File: src/rtl/bsic_pkg.sv
// Package for the counted bubble sort: sizes, sequencer states and store request type.
package bsic_pkg;

  localparam int unsigned MAX_ITEMS = 32;
  localparam int unsigned ITEM_W    = 32;
  localparam int unsigned IDX_W     = $clog2(MAX_ITEMS);
  localparam int unsigned CNT_W     = $clog2(MAX_ITEMS + 1);
  localparam int unsigned CMP_W     = 11;

  typedef enum logic [2:0] {
    S_LOAD,
    S_PASS,
    S_FIRST,
    S_RUN,
    S_TAIL,
    S_EMIT_RD,
    S_EMIT_LD,
    S_EMIT_WAIT
  } state_e;

  typedef struct packed {
    logic                     we;
    logic [IDX_W-1:0]         waddr;
    logic signed [ITEM_W-1:0] wdata;
    logic [IDX_W-1:0]         raddr;
  } mem_req_t;

endpackage

File: src/rtl/bsic_store.sv
// Element store: one write port, one read port with registered read data.
module bsic_store (
  input  logic                               clk_i,
  input  bsic_pkg::mem_req_t                 req_i,
  output logic signed [bsic_pkg::ITEM_W-1:0] rdata_o
);

  logic signed [bsic_pkg::ITEM_W-1:0] mem [bsic_pkg::MAX_ITEMS];

  always_ff @(posedge clk_i) begin
    if (req_i.we) begin
      mem[req_i.waddr] <= req_i.wdata;
    end
    rdata_o <= mem[req_i.raddr];
  end

endmodule

File: src/rtl/bsic_cmp.sv
// Compare unit: flags a pair that is out of order for the selected direction.
module bsic_cmp (
  input  logic signed [bsic_pkg::ITEM_W-1:0] a_i,
  input  logic signed [bsic_pkg::ITEM_W-1:0] b_i,
  input  logic                               descending_i,
  output logic                               swap_o
);

  always_comb begin
    if (descending_i) begin
      swap_o = a_i < b_i;
    end else begin
      swap_o = a_i > b_i;
    end
  end

endmodule

File: src/rtl/bsic_ctrl.sv
// Sequencer: loads words, runs early-exit bubble passes with a carry register, emits results.
module bsic_ctrl (
  input  logic                               clk_i,
  input  logic                               rst_ni,
  input  logic                               in_valid_i,
  output logic                               in_stall_o,
  input  logic signed [bsic_pkg::ITEM_W-1:0] value_i,
  input  logic                               last_item_i,
  output logic                               out_valid_o,
  input  logic                               out_stall_i,
  output logic signed [bsic_pkg::ITEM_W-1:0] sorted_value_o,
  output logic                               last_out_o,
  output logic [bsic_pkg::CMP_W-1:0]         compare_count_o,
  output logic                               overflowed_o,
  output bsic_pkg::mem_req_t                 req_o,
  input  logic signed [bsic_pkg::ITEM_W-1:0] rdata_i,
  input  logic                               swap_i,
  output logic signed [bsic_pkg::ITEM_W-1:0] carry_o
);

  localparam logic [bsic_pkg::CNT_W-1:0] MaxCnt = bsic_pkg::CNT_W'(bsic_pkg::MAX_ITEMS);

  bsic_pkg::state_e state_q, state_d;
  logic [bsic_pkg::CNT_W-1:0]         cnt_q, cnt_d;
  logic [bsic_pkg::CNT_W-1:0]         cnt_m1;
  logic [bsic_pkg::IDX_W-1:0]         lim_q, lim_d;
  logic [bsic_pkg::IDX_W-1:0]         idx_q, idx_d;
  logic [bsic_pkg::CMP_W-1:0]         cmp_q, cmp_d;
  logic                               swp_q, swp_d;
  logic                               drop_q, drop_d;
  logic                               ov_q, ov_d;
  logic signed [bsic_pkg::ITEM_W-1:0] carry_q, carry_d;
  logic                               load_out;

  assign carry_o     = carry_q;
  assign out_valid_o = ov_q;
  assign in_stall_o  = (state_q != bsic_pkg::S_LOAD);
  assign cnt_m1      = cnt_d - bsic_pkg::CNT_W'(1);

  always_comb begin
    state_d     = state_q;
    cnt_d       = cnt_q;
    lim_d       = lim_q;
    idx_d       = idx_q;
    cmp_d       = cmp_q;
    swp_d       = swp_q;
    drop_d      = drop_q;
    ov_d        = ov_q;
    carry_d     = carry_q;
    load_out    = 1'b0;
    req_o.we    = 1'b0;
    req_o.waddr = idx_q;
    req_o.wdata = carry_q;
    req_o.raddr = idx_q;
    case (state_q)
      bsic_pkg::S_LOAD: begin
        if (in_valid_i) begin
          if (cnt_q < MaxCnt) begin
            req_o.we    = 1'b1;
            req_o.waddr = cnt_q[bsic_pkg::IDX_W-1:0];
            req_o.wdata = value_i;
            cnt_d       = cnt_q + bsic_pkg::CNT_W'(1);
          end else begin
            drop_d = 1'b1;
          end
          if (last_item_i) begin
            lim_d   = cnt_m1[bsic_pkg::IDX_W-1:0];
            cmp_d   = '0;
            state_d = bsic_pkg::S_PASS;
          end
        end
      end
      bsic_pkg::S_PASS: begin
        swp_d = 1'b0;
        if (lim_q == '0) begin
          idx_d   = '0;
          state_d = bsic_pkg::S_EMIT_RD;
        end else begin
          req_o.raddr = '0;
          state_d     = bsic_pkg::S_FIRST;
        end
      end
      bsic_pkg::S_FIRST: begin
        carry_d     = rdata_i;
        idx_d       = '0;
        req_o.raddr = bsic_pkg::IDX_W'(1);
        state_d     = bsic_pkg::S_RUN;
      end
      bsic_pkg::S_RUN: begin
        cmp_d       = cmp_q + bsic_pkg::CMP_W'(1);
        req_o.we    = 1'b1;
        req_o.waddr = idx_q;
        req_o.raddr = idx_q + bsic_pkg::IDX_W'(2);
        if (swap_i) begin
          req_o.wdata = rdata_i;
          swp_d       = 1'b1;
        end else begin
          req_o.wdata = carry_q;
          carry_d     = rdata_i;
        end
        if (idx_q + bsic_pkg::IDX_W'(1) == lim_q) begin
          state_d = bsic_pkg::S_TAIL;
        end else begin
          idx_d = idx_q + bsic_pkg::IDX_W'(1);
        end
      end
      bsic_pkg::S_TAIL: begin
        req_o.we    = 1'b1;
        req_o.waddr = lim_q;
        req_o.wdata = carry_q;
        lim_d       = lim_q - bsic_pkg::IDX_W'(1);
        if (swp_q) begin
          state_d = bsic_pkg::S_PASS;
        end else begin
          idx_d   = '0;
          state_d = bsic_pkg::S_EMIT_RD;
        end
      end
      bsic_pkg::S_EMIT_RD: begin
        req_o.raddr = idx_q;
        state_d     = bsic_pkg::S_EMIT_LD;
      end
      bsic_pkg::S_EMIT_LD: begin
        load_out = 1'b1;
        ov_d     = 1'b1;
        state_d  = bsic_pkg::S_EMIT_WAIT;
      end
      bsic_pkg::S_EMIT_WAIT: begin
        if (!out_stall_i) begin
          ov_d = 1'b0;
          if (last_out_o) begin
            cnt_d   = '0;
            cmp_d   = '0;
            drop_d  = 1'b0;
            lim_d   = '0;
            swp_d   = 1'b0;
            state_d = bsic_pkg::S_LOAD;
          end else begin
            idx_d   = idx_q + bsic_pkg::IDX_W'(1);
            state_d = bsic_pkg::S_EMIT_RD;
          end
        end
      end
      default: begin
        state_d = bsic_pkg::S_LOAD;
      end
    endcase
  end

  always_ff @(posedge clk_i or negedge rst_ni) begin
    if (!rst_ni) begin
      state_q <= bsic_pkg::S_LOAD;
      cnt_q   <= '0;
      lim_q   <= '0;
      idx_q   <= '0;
      cmp_q   <= '0;
      swp_q   <= 1'b0;
      drop_q  <= 1'b0;
      ov_q    <= 1'b0;
    end else begin
      state_q <= state_d;
      cnt_q   <= cnt_d;
      lim_q   <= lim_d;
      idx_q   <= idx_d;
      cmp_q   <= cmp_d;
      swp_q   <= swp_d;
      drop_q  <= drop_d;
      ov_q    <= ov_d;
    end
  end

  always_ff @(posedge clk_i) begin
    carry_q <= carry_d;
    if (load_out) begin
      sorted_value_o  <= rdata_i;
      last_out_o      <= ({1'b0, idx_q} + bsic_pkg::CNT_W'(1)) == cnt_q;
      compare_count_o <= cmp_q;
      overflowed_o    <= drop_q;
    end
  end

endmodule

File: src/rtl/bubble_sort_int_counted_core.sv
// Top level of the counted early-exit bubble sort of signed 32-bit words.
// Load: one word per cycle; input stall stays high from the last word until all results leave.
// Sort: early-exit passes, at most N - 1 passes for N words; the sort ends when a pass makes
// no swap or when the compare range has run down to zero.
// Emit: each result word is read from the store, loaded into the output registers and held while the output stalls.
// Reset clears the sequencer, counters, flags and the direction register; the store is not cleared.
module bubble_sort_int_counted_core (
  input  logic                               clk_i,
  input  logic                               rst_ni,
  input  logic                               cfg_valid_i,
  output logic                               cfg_ready_o,
  input  logic                               cfg_descending_i,
  input  logic                               in_valid_i,
  output logic                               in_stall_o,
  input  logic signed [bsic_pkg::ITEM_W-1:0] value_i,
  input  logic                               last_item_i,
  output logic                               out_valid_o,
  input  logic                               out_stall_i,
  output logic signed [bsic_pkg::ITEM_W-1:0] sorted_value_o,
  output logic                               last_out_o,
  output logic [bsic_pkg::CMP_W-1:0]         compare_count_o,
  output logic                               overflowed_o
);

  logic                               desc_q;
  bsic_pkg::mem_req_t                 req;
  logic signed [bsic_pkg::ITEM_W-1:0] rdata;
  logic signed [bsic_pkg::ITEM_W-1:0] carry;
  logic                               swap;

  assign cfg_ready_o = 1'b1;

  always_ff @(posedge clk_i or negedge rst_ni) begin
    if (!rst_ni) begin
      desc_q <= 1'b0;
    end else if (cfg_valid_i && cfg_ready_o) begin
      desc_q <= cfg_descending_i;
    end
  end

  bsic_store u_store (
    .clk_i   (clk_i),
    .req_i   (req),
    .rdata_o (rdata)
  );

  bsic_cmp u_cmp (
    .a_i          (carry),
    .b_i          (rdata),
    .descending_i (desc_q),
    .swap_o       (swap)
  );

  bsic_ctrl u_ctrl (
    .clk_i           (clk_i),
    .rst_ni          (rst_ni),
    .in_valid_i      (in_valid_i),
    .in_stall_o      (in_stall_o),
    .value_i         (value_i),
    .last_item_i     (last_item_i),
    .out_valid_o     (out_valid_o),
    .out_stall_i     (out_stall_i),
    .sorted_value_o  (sorted_value_o),
    .last_out_o      (last_out_o),
    .compare_count_o (compare_count_o),
    .overflowed_o    (overflowed_o),
    .req_o           (req),
    .rdata_i         (rdata),
    .swap_i          (swap),
    .carry_o         (carry)
  );

endmodule

File: config.mk
export PLATFORM = sky130hd
export DESIGN_NAME = bubble_sort_int_counted_core
export DESIGN_NICKNAME = d
export VERILOG_FILES = /design/src/rtl/bsic_pkg.sv /design/src/rtl/bsic_store.sv /design/src/rtl/bsic_cmp.sv /design/src/rtl/bsic_ctrl.sv /design/src/rtl/bubble_sort_int_counted_core.sv
export SDC_FILE = /design/constraint.sdc
export NUM_CORES = 1
export LEC_CHECK = 0
export ABC_AREA = 1
export BUFFER_PORTS_ARGS = -buffer_cell sky130_fd_sc_hd__buf_2
export CELL_PAD_IN_SITES_DETAIL_PLACEMENT = 1
export CELL_PAD_IN_SITES_GLOBAL_PLACEMENT = 2
export CORE_ASPECT_RATIO = 0.8
export CORE_MARGIN = 2
export CORE_UTILIZATION = 43
export CTS_CLUSTER_DIAMETER = 200
export DETAILED_ROUTE_END_ITERATION = 12
export GPL_ROUTABILITY_DRIVEN = 0
export PLACE_DENSITY_LB_ADDON = 0.1
export SYNTH_ARGS = -nofsm -noshare
export SYNTH_HDL_FRONTEND = slang
export SYNTH_SLANG_ARGS = --single-unit
File: constraint.sdc
create_clock -name clk_i -period 5.2 [get_ports clk_i]
set_clock_uncertainty 0.15 [all_clocks]
set_input_delay 0.26 -clock clk_i [delete_from_list [all_inputs] [get_ports clk_i]]
set_output_delay 0.26 -clock clk_i [all_outputs]
set_load 0.02 [all_outputs]
==> flow_summary.ini, run 1 <==
[logic_synthesis]
synth_top_family_by_area = simple AND/OR/NAND/NOR gates
ys.flop_type = edfxtp_1
synth_compound_area_share_pct = 5.56
synth-xor-area-share_pct = 0.197
syn-num-nets = 4453
yosys_warnings = 0
synth.yosys.seq_area_share_pct = 70.6
synthAdderAreaFrac_pct = 0.946
syn_area_per_cell_um2 = 11.2
muxShareOfSynthArea_pct = 0
syn_area_um2 = 49000
yosys.cell_types.count = 46
synth-edff-count = 1101
synthTopCellsByArea = edfxtp_1 68%, nand2_1 8.2%, nand3_1 4.8%
async_reset_ff_share_pct = 2.91
synth_largest_area_cell = edfxtp_1
synth_top_cell_area_share_pct = 67.5
synth-seq-cells = 1167
yosys.area_share.simple_pct = 19.0
synthCells = 4377

[detailed_routing]
drc = 0
wl_per_cell_um = 27.4
wirelength_um = 168000
drt_iter0_markers = 3459
drtAntennaViolNets = 0
num_vias = 34116
viasPerCell = 5.57
drt_first_pass_iters = 5

[clock_tree]
cts_root_buf = clkbuf_16
cts_buffer_depth = 3
cts_sinks = 1167
clk_latency_ps = 750
cts_max_level = 3
numCtsBuffers = 119
cts_tree = built
clk_transition_reported_paths_ps = 60
postCtsSetupRepairBufs = 0

[floorplan]
core-area_um2 = 113000
num_io_pins = 87
die_x_um = 381
die_area_um2 = 117000
rows = 110
die_h_um = 306
start_util_pct = 43.4

[worst_setup_path]
path_buf_inv = 3
cp.arrival_ps = 4180
path_max_fanout = 32
critPathKind = reg2reg
cp-end-kind = register
critPathMaxStageDelay_ps = 910
crit_top_cell = nand2_1
cp.required_ps = 5150
crit_path_start_kind = register
path_delay_family = simple AND/OR/NAND/NOR gates
path_cells = inv_1 -> ha_1 -> nand2_1 -> inv_1 -> nand2_1 -> nand2_1 -> nand2_1 -> nand2_1 -> nand2_1 -> nand2_1 -> nand2_1 -> nand3_1 -> nand3_1 -> buf_4 -> nand3_1 -> nand3_1 -> nand3b_1
cpMaxStageDelayCell = nand3b_1

[run_status]
status = finished clean

[timing]
setup_viol = 0
fin_setup_tns_ps = 0
slew_headroom_pct = 10.9
worst_pin_slew_ps = 1330
report.final.hold_viol_count = 0
fin_crit_ps = 4230
rsz0062_at_grt = no
fmax_mhz = 236
report.final.slew_viol_count = 0
period_share_pct = 81.4

[global_routing]
grt_pass1_wl_um = 242000
antenna_found_initial = 7
first_global_vias = 33672
grt_overflow = 0
grt_max_degree = 157
track_usage_pct = 28.7

[layout]
fin_cells = 6120
area_delta_synth_final_pct = 14.2
layout-drive-gt1-share_pct = 11.6
nets = 4579
nFillCells = 11863

[power_and_ir_drop]
ir_worst_vdd_uv = 541
p_per_area_nw_per_um2 = 726
p_leak_nw = 20.3

[placement]
dp_hpwl_um = 97600
place_inst = 5886
io_buffer_count = 85

[job]
cap_violations = 0

[worst_hold_path]
min_path_type = in2async
==> path summary, 6_finish.rpt <==
kind,startpoint,endpoint,slack [ps],depth (start not counted)
min in group clk_i,cfg_descending_i,desc_q$_DFFE_PN0P_,160,4
worst max register to register,u_store.rdata_o[2]$_DFF_P_,u_store.mem[7][10]$_DFFE_PP_,970,17
worst max-delay path,u_store.rdata_o[2]$_DFF_P_,u_store.mem[7][10]$_DFFE_PP_,970,17
worst min-delay path,rst_ni,u_ctrl.out_valid_o$_DFFE_PN0P_,50,2
worst min register to register,u_store.rdata_o[4]$_DFF_P_,u_ctrl.carry_o[4]$_DFFE_PP_,300,0
max in group asynchronous,rst_ni,u_ctrl.cmp_q[9]$_DFFE_PN0P_,4270,2
==> synth_stat cells, types with 2 or more instances <==
cell      instances
nor3_1            4
nor3b_1           2
nand2_1        1063
nor2_2            5
a21oi_1          70
clkbuf_1         81
nand3b_1         14
inv_2             5
or2_2            65
edfxtp_1       1101
a21o_1            2
o22ai_1           8
nor4_1            2
a22oi_1           2
xnor2_1           2
nor2_1          612
o21ai_1         115
dfxtp_1          32
buf_4            19
dfrtp_1          34
xor2_1            9
o21ai_0         220
nand2_2           3
inv_1           171
o211ai_1         64
buf_1            24
buf_6             4
ha_1             37
buf_2           113
nand3_1         470
nand4_1           9
==> registers in the layout (all words and copies together) (netlist names) <==
name,cells
desc_q,1
u_ctrl.cnt_q,6
u_store.rdata_o,32
u_ctrl.swp_q,1
u_ctrl.overflowed_o,1
u_ctrl.state_q,3
u_ctrl.last_out_o,1
u_ctrl.sorted_value_o,32
u_ctrl.idx_q,5
u_ctrl.lim_q,5
u_ctrl.compare_count_o,11
u_store.mem,1024
u_ctrl.drop_q,1
u_ctrl.out_valid_o,1
u_ctrl.cmp_q,11
u_ctrl.carry_o,32
==> per-stage QoR <==
step           hold slack [ps]  cell area, um2  utilization, %  power [mW]  worst slack (ps)
4_1_cts                   47.6           55900            49.6        40.8              1050
6_report                  47.8           55900            49.6        40.6               969
3_5_place_dp               267           52000            46.2        32.3              1100
2_1_floorplan             -186           49000               -        25.3               631
3_3_place_gp               267           52000            46.2        32.0              1140
5_1_grt                    110           55900            49.6        43.1               678
==> area by class of cell <==
cell class | instances | area, um2 | area share (%)
repair buffers | 246 | 2050 | 3.67
diodes | 2 | 5.00 | 0.00895
flip-flops and latches | 1167 | 34600 | 61.8
well taps | 1512 | 1890 | 3.38
inverters | 177 | 672 | 1.20
clock inverters | 66 | 561 | 1.00
clock buffers | 158 | 3220 | 5.76
multi-input cells | 2792 | 13000 | 23.2
==> worst reg2reg max path, cell delays in order (launching register included) <==
cell      delay, ps
dfxtp_1         650
inv_1           160
ha_1            320
nand2_1          70
inv_1            40
nand2_1          50
nand2_1          50
nand2_1          50
nand2_1          50
nand2_1          50
nand2_1          50
nand2_1         120
nand3_1         100
nand3_1         120
buf_4           400
nand3_1         150
nand3_1         110
nand3b_1        910
==> cells by family (layout without fill, tap and decap cells) <==
| group | after synthesis | count (layout) |
|---|---|---|
| compound gates | 494 | 494 |
| xor+xnor | 11 | 11 |
| other cells | 1 | 3 |
| buf+inv | 418 | 647 |
| simple gates | 2249 | 2249 |
| flops | 1167 | 1167 |
| fa+ha+maj | 37 | 37 |
==> report_power, final <==
group / internal (mW) / leakage, nW / switching (mW) / total, mW
logic: 4.33 / 7.81 / 13.1 / 17.4
registers: 14.3 / 10.7 / 0.533 / 14.8
clock network: 4.73 / 1.83 / 3.68 / 8.42
==> cells in the final DEF (no fill, tap or decap), drive strengths merged, types with 2 or more instances in the layout <==
cell / n
edfxtp: 1101
nand2: 1066
nor2: 617
nand3: 470
o21ai: 335
buf: 238
inv: 181
clkbuf: 158
a21oi: 70
or2: 65
o211ai: 64
clkinv: 51
ha: 37
dfrtp: 34
dfxtp: 32
nand3b: 14
nand4: 9
xor2: 9
o22ai: 8
bufinv: 8
dlygate4sd3: 8
nor3: 4
clkinvlp: 3
a22oi: 3
diode: 2
a21o: 2
xnor2: 2
nor4: 2
nor3b: 2
a21boi: 2
==> metal layers <==
metal	GRT usage, %	wire, um
met5	0	56
met4	7.91	4670
met3	5.35	10900
met2	44.2	76100
met1	41.6	76000
==> what timing repair did <==
| action | 4_1_cts | 5_1_grt |
|---|---|---|
| endpoints found under the hold margin | 45 | 0 |
| gates resized for setup | 0 | 0 |
| hold buffers | 8 | 0 |
(Power assumes the default switching activity.)
==> inputs of run 2 (changes only) <==
- CORE_UTILIZATION: 43 -> 39
- clock period: 5.2 -> 3.74 ns (I/O delays scaled with it)
==> run 2 against run 1 <==
  * Clock power increased by 43%
  * Fmax increased by 15%
  * Setup slack got worse by 900 ps
  * Non-clock buffer count increased by 100
  * Worst hold slack improved by 60 ps
  * Cell count increased by 3.9%
  * Flip-flop and latch count unchanged
  * Combinational power increased by 40%
  * Largest power group unchanged
==> flow_summary.ini, run 2 (synthesis results as in run 1) <==
[power_and_ir_drop]
power_mw = 57.1
ir_worst_vdd_uv = 573
p_leak_nw = 21.1
p_per_area_nw_per_um2 = 987

[worst_setup_path]
path_cells = nor2_2 -> nand2_2 -> inv_2 -> nand2_1 -> nand2_1 -> nor2_1 -> inv_1 -> a21oi_1 -> inv_1 -> nor2_1 -> nand2_1 -> nor2_4 -> buf_12
cpMaxStageDelayCell = a21oi_1
crit_path_start_kind = register
r2r_start = u_ctrl.state_q[0]$_DFFE_PN0P_
cp-end-kind = register
r2r_cells = 13
path_buf_inv = 4
crit_top_cell = nand2_1
reg2reg_slack_ps = 70
critPathMaxStageDelay_ps = 660
regToRegEndpoint = u_store.mem[7][25]$_DFFE_PP_
path_delay_family = simple AND/OR/NAND/NOR gates
cp.arrival_ps = 3930
path_max_fanout = 23
critPathKind = reg2reg
cp.required_ps = 4000

[worst_hold_path]
min_path_type = in2reg
hold_start = cfg_valid_i
whs_path_depth = 3
min_to = desc_q$_DFFE_PN0P_

[layout]
regMostFlops = u_store.mem
area_delta_synth_final_pct = 18.2
antennaDiodeCount = 0
nets = 4678
largest_reg_flops = 1024
final_cell_mix = 1101 x edfxtp_1, 1061 x nand2_1, 579 x nor2_1
layout-drive-gt1-share_pct = 14.0
mostFrequentLayoutCell = edfxtp_1
stdcell_area_um2 = 57900

[global_routing]
antenna_found_initial = 8
grt_pass1_wl_um = 247000
grt_max_degree = 117
grt_overflow = 0
first_global_vias = 34674
track_usage_pct = 26.7

[detailed_routing]
viasPerCell = 5.42
drt_first_pass_iters = 5
wirelength_um = 171000
drt_iter0_markers = 3066
wl_per_cell_um = 26.9
num_vias = 34442
drc = 0
drtAntennaViolNets = 0

[floorplan]
rows = 116
start_util_pct = 39.2
die_x_um = 400
die_area_um2 = 128000
die_h_um = 321
core-area_um2 = 125000
num_io_pins = 87

[placement]
dp_hpwl_um = 104000
io_buffer_count = 85
place_area_um2 = 53900

[timing]
period_share_pct = 98.2
slew_headroom_pct = 44.8
rsz0062_at_grt = no
report.final.hold_viol_count = 0
worst_pin_slew_ps = 828
report.final.slew_viol_count = 0
fin_crit_ps = 3670
setup_viol = 0
fmax_mhz = 272
fin_setup_tns_ps = 0

[run_status]
status = finished clean

[clock_tree]
cts_sinks = 1167
cts_max_level = 3
clk_latency_ps = 750
postCtsSetupRepairBufs = 0
cts_buffer_depth = 3
cts_tree = built
clk_transition_reported_paths_ps = 70
cts_root_buf = clkbuf_16
numCtsBuffers = 118

[job]
cap_violations = 0
-- run 2: cell types whose count changed in the layout (fill, tap and decap cells not counted), sizes merged --
cell,previous run,this run
buf,238,337
clkbuf,158,153
bufinv,8,11
dlygate4sd3,8,9
inv,181,178
diode,2,0
clkinvlp,3,7
-- run 2: worst reg2reg max path, delay by kind of cell (launching register included) --
family	cells	cell delay (ps)
buffers and inverters	4	670
AO/OA/AOI/OAI	1	660
flip-flops	1	500
AND/OR/NAND/NOR	8	1330
-- run 2: area by class of cell --
class / instances / area (um2)
Multi-Input combinational cell: 2792 / 13000
Fill cell: 13234 / 67000
Clock inverter: 70 / 682
Tap cell: 1652 / 2070
Inverter: 177 / 672
Clock buffer: 153 / 3200
Sequential cell: 1167 / 34600
Timing Repair Buffer: 346 / 3710
-- run 2: worst max path at each step --
stage | from | end | slack [ps] | cells past startpoint
floorplan | u_ctrl.state_q[2]$_DFFE_PN0P_ | u_store.mem[0][0]$_DFFE_PP_ | 60 | 11
global placement | u_store.rdata_o[29]$_DFF_P_ | u_store.mem[3][31]$_DFFE_PP_ | 210 | 15
detailed placement | u_store.rdata_o[29]$_DFF_P_ | u_store.mem[3][31]$_DFFE_PP_ | 160 | 15
CTS | u_store.rdata_o[29]$_DFF_P_ | u_store.mem[0][31]$_DFFE_PP_ | 120 | 15
global route | u_ctrl.state_q[2]$_DFFE_PN0P_ | u_store.rdata_o[13]$_DFF_P_ | 10 | 14
finish | u_ctrl.state_q[0]$_DFFE_PN0P_ | u_store.mem[7][25]$_DFFE_PP_ | 70 | 13
-- run 2: metal layers --
metal	vias to the layer above	GRT usage [%]	part of all wire (%)
met5	-	0	0.028
met4	10	7.22	2.7
met3	240	4.61	5.8
met2	899	41.2	45
met1	17693	38.8	46
li1	15600	-	-
-- run 2: stage by stage --
step                setup slack [ps]  instances  hold WS [ps]  utilization [%]
floorplan                       58.5       4377          -259                -
detailed placement               164       6124           194             43.1
finish                          65.7       6357           107             46.3
global placement                 208       6124           195             43.1
global route                    13.1       6357           110             46.3
CTS                              118       6357          17.2             46.3
-- run 2: where the power goes --
part           leakage, nW  total (mW)  internal [mW]  switching (mW)
clock network         1.88        12.0           6.78            5.23
logic                 8.56        24.3           6.80            17.5
registers             10.7        20.8           19.8           0.953
total                 21.1        57.1           33.4            23.7
-- run 2: timing repair --
action	4_1_cts	5_1_grt
endpoints found under the hold margin	47	0
resized for setup	0	9
hold buffers	10	0
endpoints found under the setup margin	0	718
